<file path="config.mk">
export PLATFORM = sky130hd
export DESIGN_NAME = rau_seq
export DESIGN_NICKNAME = d
export VERILOG_FILES = /design/src/design/rau_pkg.sv /design/src/design/rau_seq.sv
export SDC_FILE = /design/constraint.sdc
export NUM_CORES = 1
export LEC_CHECK = 0
export BUFFER_PORTS_ARGS = -buffer_cell sky130_fd_sc_hd__buf_2
export CELL_PAD_IN_SITES_DETAIL_PLACEMENT = 1
export CELL_PAD_IN_SITES_GLOBAL_PLACEMENT = 1
export CORE_AREA = 5 5 68 70
export DETAILED_ROUTE_END_ITERATION = 8
export DIE_AREA = 0 0 73 75
export PLACE_DENSITY_LB_ADDON = 0.1
export SLEW_MARGIN = 20
export SYNTH_ARGS = -nofsm -noshare
export SYNTH_HDL_FRONTEND = slang
export SYNTH_SLANG_ARGS = --single-unit
</file>
<file path="constraint.sdc">
create_clock -name clk -period 6.7 [get_ports clk]
set_clock_uncertainty 0.15 [all_clocks]
set_input_delay 0.67 -clock clk [delete_from_list [all_inputs] [get_ports clk]]
set_output_delay 0.67 -clock clk [all_outputs]
set_load 0.02 [all_outputs]
</file>
<file path="src/design/rau_pkg.sv">
// ----------------------------------------------------------------------------
// Rational arithmetic unit package
// Mode codes, microcode control word layout and the microcode program.
// ----------------------------------------------------------------------------
package rau_pkg;

  localparam logic [2:0] MODE_ADD  = 3'd0;
  localparam logic [2:0] MODE_SUB  = 3'd1;
  localparam logic [2:0] MODE_MUL  = 3'd2;
  localparam logic [2:0] MODE_DIV  = 3'd3;
  localparam logic [2:0] MODE_LESS = 3'd4;
  localparam logic [2:0] MODE_NEG  = 3'd5;

  localparam int PC_W = 5;
  typedef logic [PC_W-1:0] pc_t;

  typedef enum logic [2:0] {
    MS_NONE,
    MS_AN_BD,
    MS_AD_BN,
    MS_AN_BN,
    MS_AD_BD
  } mul_sel_t;

  typedef enum logic [3:0] {
    OP_NOP,
    OP_N_LD_P,
    OP_N_ADD_P,
    OP_N_SUB_P,
    OP_D_LD_P,
    OP_NEG_A,
    OP_SIGN_FIX,
    OP_RED_INIT,
    OP_GCD_STEP,
    OP_DIV_INIT,
    OP_DIV_STEP,
    OP_EMIT_RES,
    OP_EMIT_LESS,
    OP_EMIT_ERR,
    OP_EMIT_ZERO
  } op_t;

  typedef enum logic [2:0] {
    JC_NONE,
    JC_ALWAYS,
    JC_BN_ZERO,
    JC_SKIP_RED,
    JC_GCD_BUSY,
    JC_DIV_BUSY
  } jc_t;

  typedef struct packed {
    mul_sel_t mul;
    op_t      op;
    jc_t      jc;
    pc_t      target;
  } ctrl_t;

  typedef struct packed {
    logic bn_zero;
    logic skip_red;
    logic gcd_busy;
    logic div_busy;
  } flags_t;

  typedef struct packed {
    logic idle;
    logic emit;
    op_t  kind;
  } seq_stat_t;

  localparam pc_t PC_ADD      = 5'd0;
  localparam pc_t PC_SUB      = 5'd4;
  localparam pc_t PC_MUL      = 5'd8;
  localparam pc_t PC_DIV      = 5'd11;
  localparam pc_t PC_LESS     = 5'd15;
  localparam pc_t PC_NEG      = 5'd19;
  localparam pc_t PC_ERR      = 5'd20;
  localparam pc_t PC_ZERO     = 5'd21;
  localparam pc_t PC_RED      = 5'd22;
  localparam pc_t PC_GCD      = 5'd23;
  localparam pc_t PC_DIV_LOOP = 5'd25;
  localparam pc_t PC_EMIT     = 5'd26;

  function automatic ctrl_t cw(input mul_sel_t mul, input op_t op, input jc_t jc,
                               input pc_t target);
    ctrl_t c;
    c.mul    = mul;
    c.op     = op;
    c.jc     = jc;
    c.target = target;
    return c;
  endfunction

  function automatic pc_t entry(input logic [2:0] mode);
    pc_t p;
    case (mode)
      MODE_ADD:  p = PC_ADD;
      MODE_SUB:  p = PC_SUB;
      MODE_MUL:  p = PC_MUL;
      MODE_DIV:  p = PC_DIV;
      MODE_LESS: p = PC_LESS;
      MODE_NEG:  p = PC_NEG;
      default:   p = PC_ZERO;
    endcase
    return p;
  endfunction

  function automatic ctrl_t rom(input pc_t addr);
    ctrl_t c;
    case (addr)
      5'd0:    c = cw(MS_AN_BD, OP_NOP,       JC_NONE,     PC_ADD);
      5'd1:    c = cw(MS_AD_BN, OP_N_LD_P,    JC_NONE,     PC_ADD);
      5'd2:    c = cw(MS_AD_BD, OP_N_ADD_P,   JC_NONE,     PC_ADD);
      5'd3:    c = cw(MS_NONE,  OP_D_LD_P,    JC_ALWAYS,   PC_RED);
      5'd4:    c = cw(MS_AN_BD, OP_NOP,       JC_NONE,     PC_ADD);
      5'd5:    c = cw(MS_AD_BN, OP_N_LD_P,    JC_NONE,     PC_ADD);
      5'd6:    c = cw(MS_AD_BD, OP_N_SUB_P,   JC_NONE,     PC_ADD);
      5'd7:    c = cw(MS_NONE,  OP_D_LD_P,    JC_ALWAYS,   PC_RED);
      5'd8:    c = cw(MS_AN_BN, OP_NOP,       JC_NONE,     PC_ADD);
      5'd9:    c = cw(MS_AD_BD, OP_N_LD_P,    JC_NONE,     PC_ADD);
      5'd10:   c = cw(MS_NONE,  OP_D_LD_P,    JC_ALWAYS,   PC_RED);
      5'd11:   c = cw(MS_AN_BD, OP_NOP,       JC_BN_ZERO,  PC_ERR);
      5'd12:   c = cw(MS_AD_BN, OP_N_LD_P,    JC_NONE,     PC_ADD);
      5'd13:   c = cw(MS_NONE,  OP_D_LD_P,    JC_NONE,     PC_ADD);
      5'd14:   c = cw(MS_NONE,  OP_SIGN_FIX,  JC_ALWAYS,   PC_RED);
      5'd15:   c = cw(MS_AN_BD, OP_NOP,       JC_NONE,     PC_ADD);
      5'd16:   c = cw(MS_AD_BN, OP_N_LD_P,    JC_NONE,     PC_ADD);
      5'd17:   c = cw(MS_NONE,  OP_D_LD_P,    JC_NONE,     PC_ADD);
      5'd18:   c = cw(MS_NONE,  OP_EMIT_LESS, JC_NONE,     PC_ADD);
      5'd19:   c = cw(MS_NONE,  OP_NEG_A,     JC_ALWAYS,   PC_RED);
      5'd20:   c = cw(MS_NONE,  OP_EMIT_ERR,  JC_NONE,     PC_ADD);
      5'd21:   c = cw(MS_NONE,  OP_EMIT_ZERO, JC_NONE,     PC_ADD);
      5'd22:   c = cw(MS_NONE,  OP_RED_INIT,  JC_SKIP_RED, PC_EMIT);
      5'd23:   c = cw(MS_NONE,  OP_GCD_STEP,  JC_GCD_BUSY, PC_GCD);
      5'd24:   c = cw(MS_NONE,  OP_DIV_INIT,  JC_NONE,     PC_ADD);
      5'd25:   c = cw(MS_NONE,  OP_DIV_STEP,  JC_DIV_BUSY, PC_DIV_LOOP);
      5'd26:   c = cw(MS_NONE,  OP_EMIT_RES,  JC_NONE,     PC_ADD);
      default: c = cw(MS_NONE,  OP_EMIT_ZERO, JC_NONE,     PC_ADD);
    endcase
    return c;
  endfunction

endpackage

</file>
<file path="src/design/rau_seq.sv">
// ----------------------------------------------------------------------------
// Rational arithmetic unit sequencer
// Step counter over the microcode program, with mode dispatch, conditional
// jumps and a hold on the result step while the output register is full.
// ----------------------------------------------------------------------------
module rau_seq (
  input  logic               clk,
  input  logic               rst,
  input  logic               start,
  input  logic [2:0]         mode,
  input  logic               out_free,
  input  rau_pkg::flags_t    flags,
  output rau_pkg::ctrl_t     ctrl,
  output rau_pkg::seq_stat_t stat
);

  typedef enum logic [1:0] {
    ST_IDLE = 2'b01,
    ST_RUN  = 2'b10
  } state_t;

  state_t         state;
  state_t         state_next;
  rau_pkg::pc_t   pc;
  rau_pkg::pc_t   pc_next;
  rau_pkg::ctrl_t cw;
  logic           is_emit;
  logic           stall;
  logic           taken;

  always_comb begin
    cw      = rau_pkg::rom(pc);
    is_emit = cw.op inside {rau_pkg::OP_EMIT_RES, rau_pkg::OP_EMIT_LESS,
                            rau_pkg::OP_EMIT_ERR, rau_pkg::OP_EMIT_ZERO};
    stall   = is_emit && !out_free;
    case (cw.jc)
      rau_pkg::JC_ALWAYS:   taken = 1'b1;
      rau_pkg::JC_BN_ZERO:  taken = flags.bn_zero;
      rau_pkg::JC_SKIP_RED: taken = flags.skip_red;
      rau_pkg::JC_GCD_BUSY: taken = flags.gcd_busy;
      rau_pkg::JC_DIV_BUSY: taken = flags.div_busy;
      default:              taken = 1'b0;
    endcase

    ctrl = cw;
    if (state != ST_RUN || stall) begin
      ctrl.mul = rau_pkg::MS_NONE;
      ctrl.op  = rau_pkg::OP_NOP;
    end

    stat.idle = (state == ST_IDLE);
    stat.emit = (state == ST_RUN) && is_emit && out_free;
    stat.kind = cw.op;

    state_next = state;
    pc_next    = pc;
    case (state)
      ST_IDLE: begin
        if (start) begin
          state_next = ST_RUN;
          pc_next    = rau_pkg::entry(mode);
        end
      end
      ST_RUN: begin
        if (is_emit) begin
          if (out_free) begin
            state_next = ST_IDLE;
          end
        end else begin
          pc_next = taken ? cw.target : pc + 1'b1;
        end
      end
      default: begin
        state_next = ST_IDLE;
      end
    endcase
  end

  always_ff @(posedge clk) begin
    if (rst) begin
      state <= ST_IDLE;
      pc    <= rau_pkg::PC_ADD;
    end else begin
      state <= state_next;
      pc    <= pc_next;
    end
  end

endmodule

</file>
**After elaboration in Yosys (flattened, before gate mapping)**

Memory sizes are Yosys's and may differ from the RTL's. A register that Yosys moved wholly into a read port is not among the register bits.
Index checks and enable logic that the tools add are counted.

- Reductions and logical operators: 10
- Add/sub/neg operators: 1
- Mux-type cells: 13
- Eq/ne operators: 21

Operators with widths:

| kind | number |
|---|---|
| $pmux 5 s6 | 1 |
| $mux 5 | 5 |
| $eq 4x4->1 const B | 4 |
| $eq 3x2->1 const B | 4 |
| $eq 3x3->1 const B | 4 |
| $ne 2x2->1 const B | 5 |
| $pmux 5 s2 | 1 |
| $mux 7 | 1 |
| $eq 3x1->1 const B | 2 |
| $mux 2 | 3 |
| $reduce_and 3->1 | 2 |
| $add 5x1->5 const B | 1 |
| $pmux 1 s5 | 1 |
| $pmux 2 s2 | 1 |
| $reduce_bool 4->1 | 1 |
| $logic_and 1x1->1 | 3 |
| $logic_not 3->1 | 1 |
| $eq 2x1->1 const B | 1 |
| $eq 2x2->1 const B | 1 |
| $reduce_bool 2->1 | 1 |
| $logic_not 1->1 | 1 |
| $logic_or 1x1->1 | 1 |

- Bits of input ports: 11
- Bits in registers: 7
- Memories: 1
- Logic and storage cells: 48
- Memory bits (read-only): 480
- Output and inout port bits: 21

Memory list:

| memory | depth | width | rd ports | clocked after memory_dff | wr ports | line | RTL |
|---|---|---|---|---|---|---|---|
| (no name shown) | 32 | 15 | 1 | 1 | 0 | rau_pkg.sv:111 | `case (addr)` |

**Longest topological paths before layout**

- Depth in word-level cells: 7
- Mapped depth: 13
- Gate-level depth less buffers: 12

**Worst setup path before layout**

OpenSTA, ideal clock, no wires.

- Path type: in2reg
- Start: input port flags[1] (netlist name)
- End: register cw[8] (netlist name)
- Cell stages on the path: 12
- Buffers on the path: 0
- Slack: 3.729 ns
- Data arrival time: 2.747 ns
- Required time: 6.476 ns
- Setup time: 0.074 ns
- Cells stage by stage: and4bb_1 > a31o_2 > o21ai_0 > nand3_1 > a22oi_1 > nor2_1 > inv_1 > ha_1 > inv_1 > o41ai_1 > and4b_1 > a31oi_1

- Longest elaborated chain between the ends: 6

Ends and longest elaborated chain:

| item | line | RTL |
|---|---|---|
| start, declared | rau_seq.sv:12 | `input rau_pkg::flags_t flags,` |
| $pmux 1 s5 | rau_seq.sv:36 | `case (cw.jc)` |
| $mux 5 | rau_seq.sv:70 | `pc_next = taken ? cw.target : pc + 1'b1;` |
| $mux 5 | rau_seq.sv:65 | `if (is_emit) begin` |
| $pmux 5 s2 | rau_seq.sv:57 | `case (state)` |
| $mux 5 (no source line) (2 in series) | - |  |

No other way between the ends. The select of a mux whose other input is x is not followed.
A chain may end at the register's enable or synchronous reset.

**Final worst setup path**

- Start: register state[0]
- End: register cw[8] (netlist name)

- Longest elaborated chain between the ends: 5
- Elaborated cells on any way between the ends: 9
- Classes of those cells: eq/ne (4); mux (3); reduce/logical (2)

Ends and longest elaborated chain:

| item | line | RTL |
|---|---|---|
| start, declared | rau_seq.sv:22 | `state_t state;` |
| start signal, assigned | rau_seq.sv:84 | `state <= state_next;` |
| $eq 2x2->1 / $eq 2x1->1 (equally long branches) | rau_seq.sv:57 |  |
| $ne 2x2->1 (no source line) / $reduce_bool 2->1 (equally long branches) | - |  |
| $reduce_and 3->1 (no source line) | - |  |
| $mux 5 (no source line) (*) (2 in series) | - |  |

Every way passes the cells marked *; elsewhere a longest branch is shown, timed or not.

==> impl_metrics.py <==
metrics = {
    "critical_path": {
        "worst-r2r-cell-count": 12,
        "ordered_cell_list_for_the_critical_path": "nand2b_1, a211o_4, and2_4, a21oi_1, a22oi_1, nor2_1, inv_1, ha_1, inv_1, o41ai_1, and4b_1, a31oi_1",
        "r2r-end": "cw[8]$_DFF_P_",
        "worst_path_most_repeated_cell": "inv_1",
        "worst_setup_path_start_kind": "flip-flop",
        "crit-reg2reg-launch": "state[0]$_SDFFE_PP1P_",
        "crit_slowest_cell": "o41ai_1",
        "critical_path.startpoint": "state[0]$_SDFFE_PP1P_",
        "ws_path_type": "reg2reg",
        "crit_required_ps": 6740,
        "reg2reg_setup_slack_ps": 3110,
        "endpoint_class_of_the_critical_path": "flip-flop",
        "cp.buffers_inverters": 2,
        "wp_data_arrival_ps": 3630,
        "cp_slowest_stage_delay_ps": 470,
        "critical_path.top_delay_family": "compound AO/OA/AOI/OAI gates",
        "critical_path_peak_fanout": 9,
    },
    "detailed_routing": {
        "via_count": 1502,
        "drt-vias-per-instance": 5.777,
        "drt_pre_antenna_iters": 4,
        "routedLengthMet1_um": 2025,
        "topRoutingLayerUsed": "met4",
        "drt-total-wl_um": 4572,
        "wire_per_inst_um": 17.58,
        "final_antenna_net_count": 0,
        "detail_route.drc_violations": 0,
        "detailedRoute.firstIterationViolations": 53,
        "routed-wl-met2_um": 2385,
        "dr_wl_met3_um": 84,
    },
    "synthesis": {
        "synth_enable_flop_cells": 0,
        "synth_largest_area_cell": "dfxtp_1",
        "post_synth_instance_area_um2": 1658,
        "ys.flop_type": "dfxtp_1",
        "post_synth.cell_area_avg_um2": 8.590,
        "synth_cell_type_count": 64,
        "post_synth_main_area_contributors": "dfxtp_1 (25%), ha_1 (6.0%), buf_4 (5.9%), a21oi_1 (3.0%), and2_1 (3.0%)",
        "synth.ff_latch_count": 21,
        "yosysWarningCount": 0,
        "ys_seq_area_share_pct": 25.36,
        "synth_nets": 212,
        "yosysTopAreaCellShare_pct": 25.36,
        "syn_inst": 193,
        "synthArstFlopShare_pct": 0,
    },
    "global_route": {
        "grt_antenna_before_repair": 0,
        "grt_pass1_vias": 1535,
        "overflow": 0,
        "grt_first_pass_wirelength_um": 7721,
        "largest_net_degree_at_the_start_of_global_routing": 15,
        "global_route_usage_sum_pct": 18.00,
    },
    "cells_and_area": {
        "finalNetCount": 230,
        "area_delta_synth_final_pct": 8.302,
        "antenna-diode-count": 0,
        "layout_cells_sized_above_1_pct": 27.14,
    },
    "hold_path": {
        "timing.hold.worst.class": "reg2reg",
        "worstHoldPathCells": 2,
        "timing.hold.worst_endpoint": "pc[0]$_SDFFE_PP0N_",
        "worst_hold_startpoint": "pc[0]$_SDFFE_PP0N_",
    },
    "pwr": {
        "leakage_nw": 0.7766,
        "post-layout-total-power_mw": 0.3439,
        "power-per-cell-area_nw_per_um2": 191.6,
        "vdd_ir_drop_max_v": 0.00007068,
    },
    "sta": {
        "min_period_over_period_pct": 53.64,
        "hold_viol_final": 0,
        "worst_slew_margin_rel_pct": 58.41,
        "tightestPinTransition_ps": 620.1,
        "achievable-frequency_mhz": 278.3,
        "final_critical_path_setup_slack_ps": 3106,
        "fin_tns_setup_ps": 0,
        "rsz0062_at_grt": "no",
        "period_minus_slack_ps": 3594,
        "setup_viol": 0,
        "finalMaxSlewViolations": 0,
    },
    "floorplan": {
        "ios": 32,
        "initial_utilization_pct": 42.36,
        "std_cell_rows": 23,
        "floorplan.die.width_um": 73,
        "placeableCoreArea_um2": 3914,
        "fp.dieH_um": 75,
        "design.die.area_um2": 5475,
    },
    "placement": {
        "gp_routability_congestion": 0.9321,
        "hpwl_after_detailed_placement_um": 3694,
        "portBuffers": 31,
        "pre_cts_slack_ps": 3132,
    },
    "clocking": {
        "cts_buffers": 3,
        "post_cts_hold_buffer_count": 0,
        "tritoncts": "yes",
        "postCtsSetupRepairBufs": 0,
        "clockBufferDepth": 2,
        "cts_htree_levels": 1,
        "cts.root.buffer_cell": "clkbuf_8",
        "cts_resized": 0,
        "clkSinkCount": 21,
        "clock_latency_ps": 260,
        "reg_clk_slew_reported_paths_ps": 80,
    },
    "status": {
        "run_status": "finished clean",
    },
    "job": {
        "reported_max_cap_violation_count": 0,
    },
}
==> how the worst max path moves through the flow <==
stage                     slack (ps)             to  depth (start not counted)
after floorplan                 3730  cw[8]$_DFF_P_                         12
after global placement          3390  cw[8]$_DFF_P_                         13
after detailed placement        3130  cw[8]$_DFF_P_                         13
after CTS                       3160  cw[8]$_DFF_P_                         12
after global routing            2810  cw[8]$_DFF_P_                         12
final                           3110  cw[8]$_DFF_P_                         12
==> final cells by class <==
| type | instances | area (um2) |
|---|---|---|
| sequential | 21 | 420.4 |
| clock buffer | 3 | 41.29 |
| multi-input combinational | 143 | 1067 |
| inverter | 11 | 43.79 |
| fill | 487 | 2118 |
| tap | 50 | 62.56 |
| timing repair buffer | 31 | 155.1 |
| clock inverter | 1 | 5.005 |
==> per-layer routing <==
| layer | vias up | GRT usage (%) |
|---|---|---|
| met3 | 7 | 1.202 |
| met5 | - | 0 |
| li1 | 735 | - |
| met2 | 17 | 32.37 |
| met4 | 0 | 6.148 |
| met1 | 743 | 22.73 |
==> flip-flops by register name (all words and copies together) (netlist names) <==
| name | cells |
|---|---|
| cw | 14 |
| pc | 5 |
| state | 2 |
==> synthesized netlist by cell type (all sizes together), types with 3 or more instances <==
| master | count |
|---|---|
| mux2i | 3 |
| dfxtp | 21 |
| nand2b | 4 |
| a221oi | 3 |
| and4b | 3 |
| xnor2 | 3 |
| a31o | 4 |
| a21oi | 11 |
| o21ai | 10 |
| a32o | 3 |
| nand2 | 11 |
| nand3 | 8 |
| o31ai | 3 |
| nor2b | 5 |
| buf | 16 |
| and2 | 9 |
| nor2 | 14 |
| o211ai | 3 |
| inv | 11 |
| a31oi | 4 |
| ha | 8 |
==> stage by stage <==
stage / cell area [um2] / std cells / util, % / hold slack, ps
after floorplan: 1658 / 193 / - / 406.6
after global placement: 1749 / 256 / 44.69 / 452.0
after detailed placement: 1749 / 256 / 44.69 / 488.5
after CTS: 1795 / 260 / 45.88 / 510.3
after global routing: 1795 / 260 / 45.88 / 577.2
final: 1795 / 260 / 45.88 / 509.6
==> where the power goes <==
group / switching, mW / internal (mW)
logic: 0.0724 / 0.0423
registers: 0.00914 / 0.137
clock network: 0.0420 / 0.0415
total: 0.124 / 0.220
==> worst reg2reg max path, stage by stage, from the launching register on <==
cell,delay (ps)
dfxtp_1,330
nand2b_1,330
a211o_4,420
and2_4,200
a21oi_1,130
a22oi_1,170
nor2_1,330
inv_1,140
ha_1,380
inv_1,80
o41ai_1,470
and4b_1,250
a31oi_1,140
==> placed cells by master, fill, tap and decap left out, types with 2 or more instances in the layout <==
| cell | count |
|---|---|
| a21o_1 | 2 |
| a21oi_1 | 10 |
| a221oi_1 | 2 |
| a22oi_1 | 2 |
| a31o_1 | 2 |
| a31o_2 | 2 |
| a31oi_1 | 2 |
| a31oi_2 | 2 |
| a32o_1 | 2 |
| a32oi_1 | 2 |
| and2_1 | 8 |
| and4b_1 | 3 |
| and4bb_1 | 2 |
| buf_2 | 31 |
| clkbuf_8 | 3 |
| dfxtp_1 | 21 |
| ha_1 | 8 |
| inv_1 | 8 |
| inv_2 | 2 |
| mux2i_1 | 3 |
| nand2_1 | 10 |
| nand2b_1 | 4 |
| nand3_1 | 8 |
| nand3b_1 | 2 |
| nand4_1 | 2 |
| nor2_1 | 13 |
| nor2b_1 | 5 |
| o211ai_1 | 3 |
| o21ai_0 | 6 |
| o21ai_1 | 2 |
| o21ai_2 | 2 |
| o22a_1 | 2 |
| o31ai_1 | 2 |
| xnor2_1 | 3 |
==> cells by family after synthesis <==
| family | after synthesis | synth area share (%) |
|---|---|---|
| and+or+nand+nor | 66 | 24.15 |
| AOI/OAI and AO/OA | 61 | 29.59 |
| buffers and inverters | 29 | 10.26 |
| DFF | 21 | 25.36 |
| adders and majority gates | 8 | 6.038 |
| xor gates and xnor gates | 4 | 2.114 |
| muxes | 4 | 2.491 |
No activity file was read; power rests on OpenSTA's default activity.
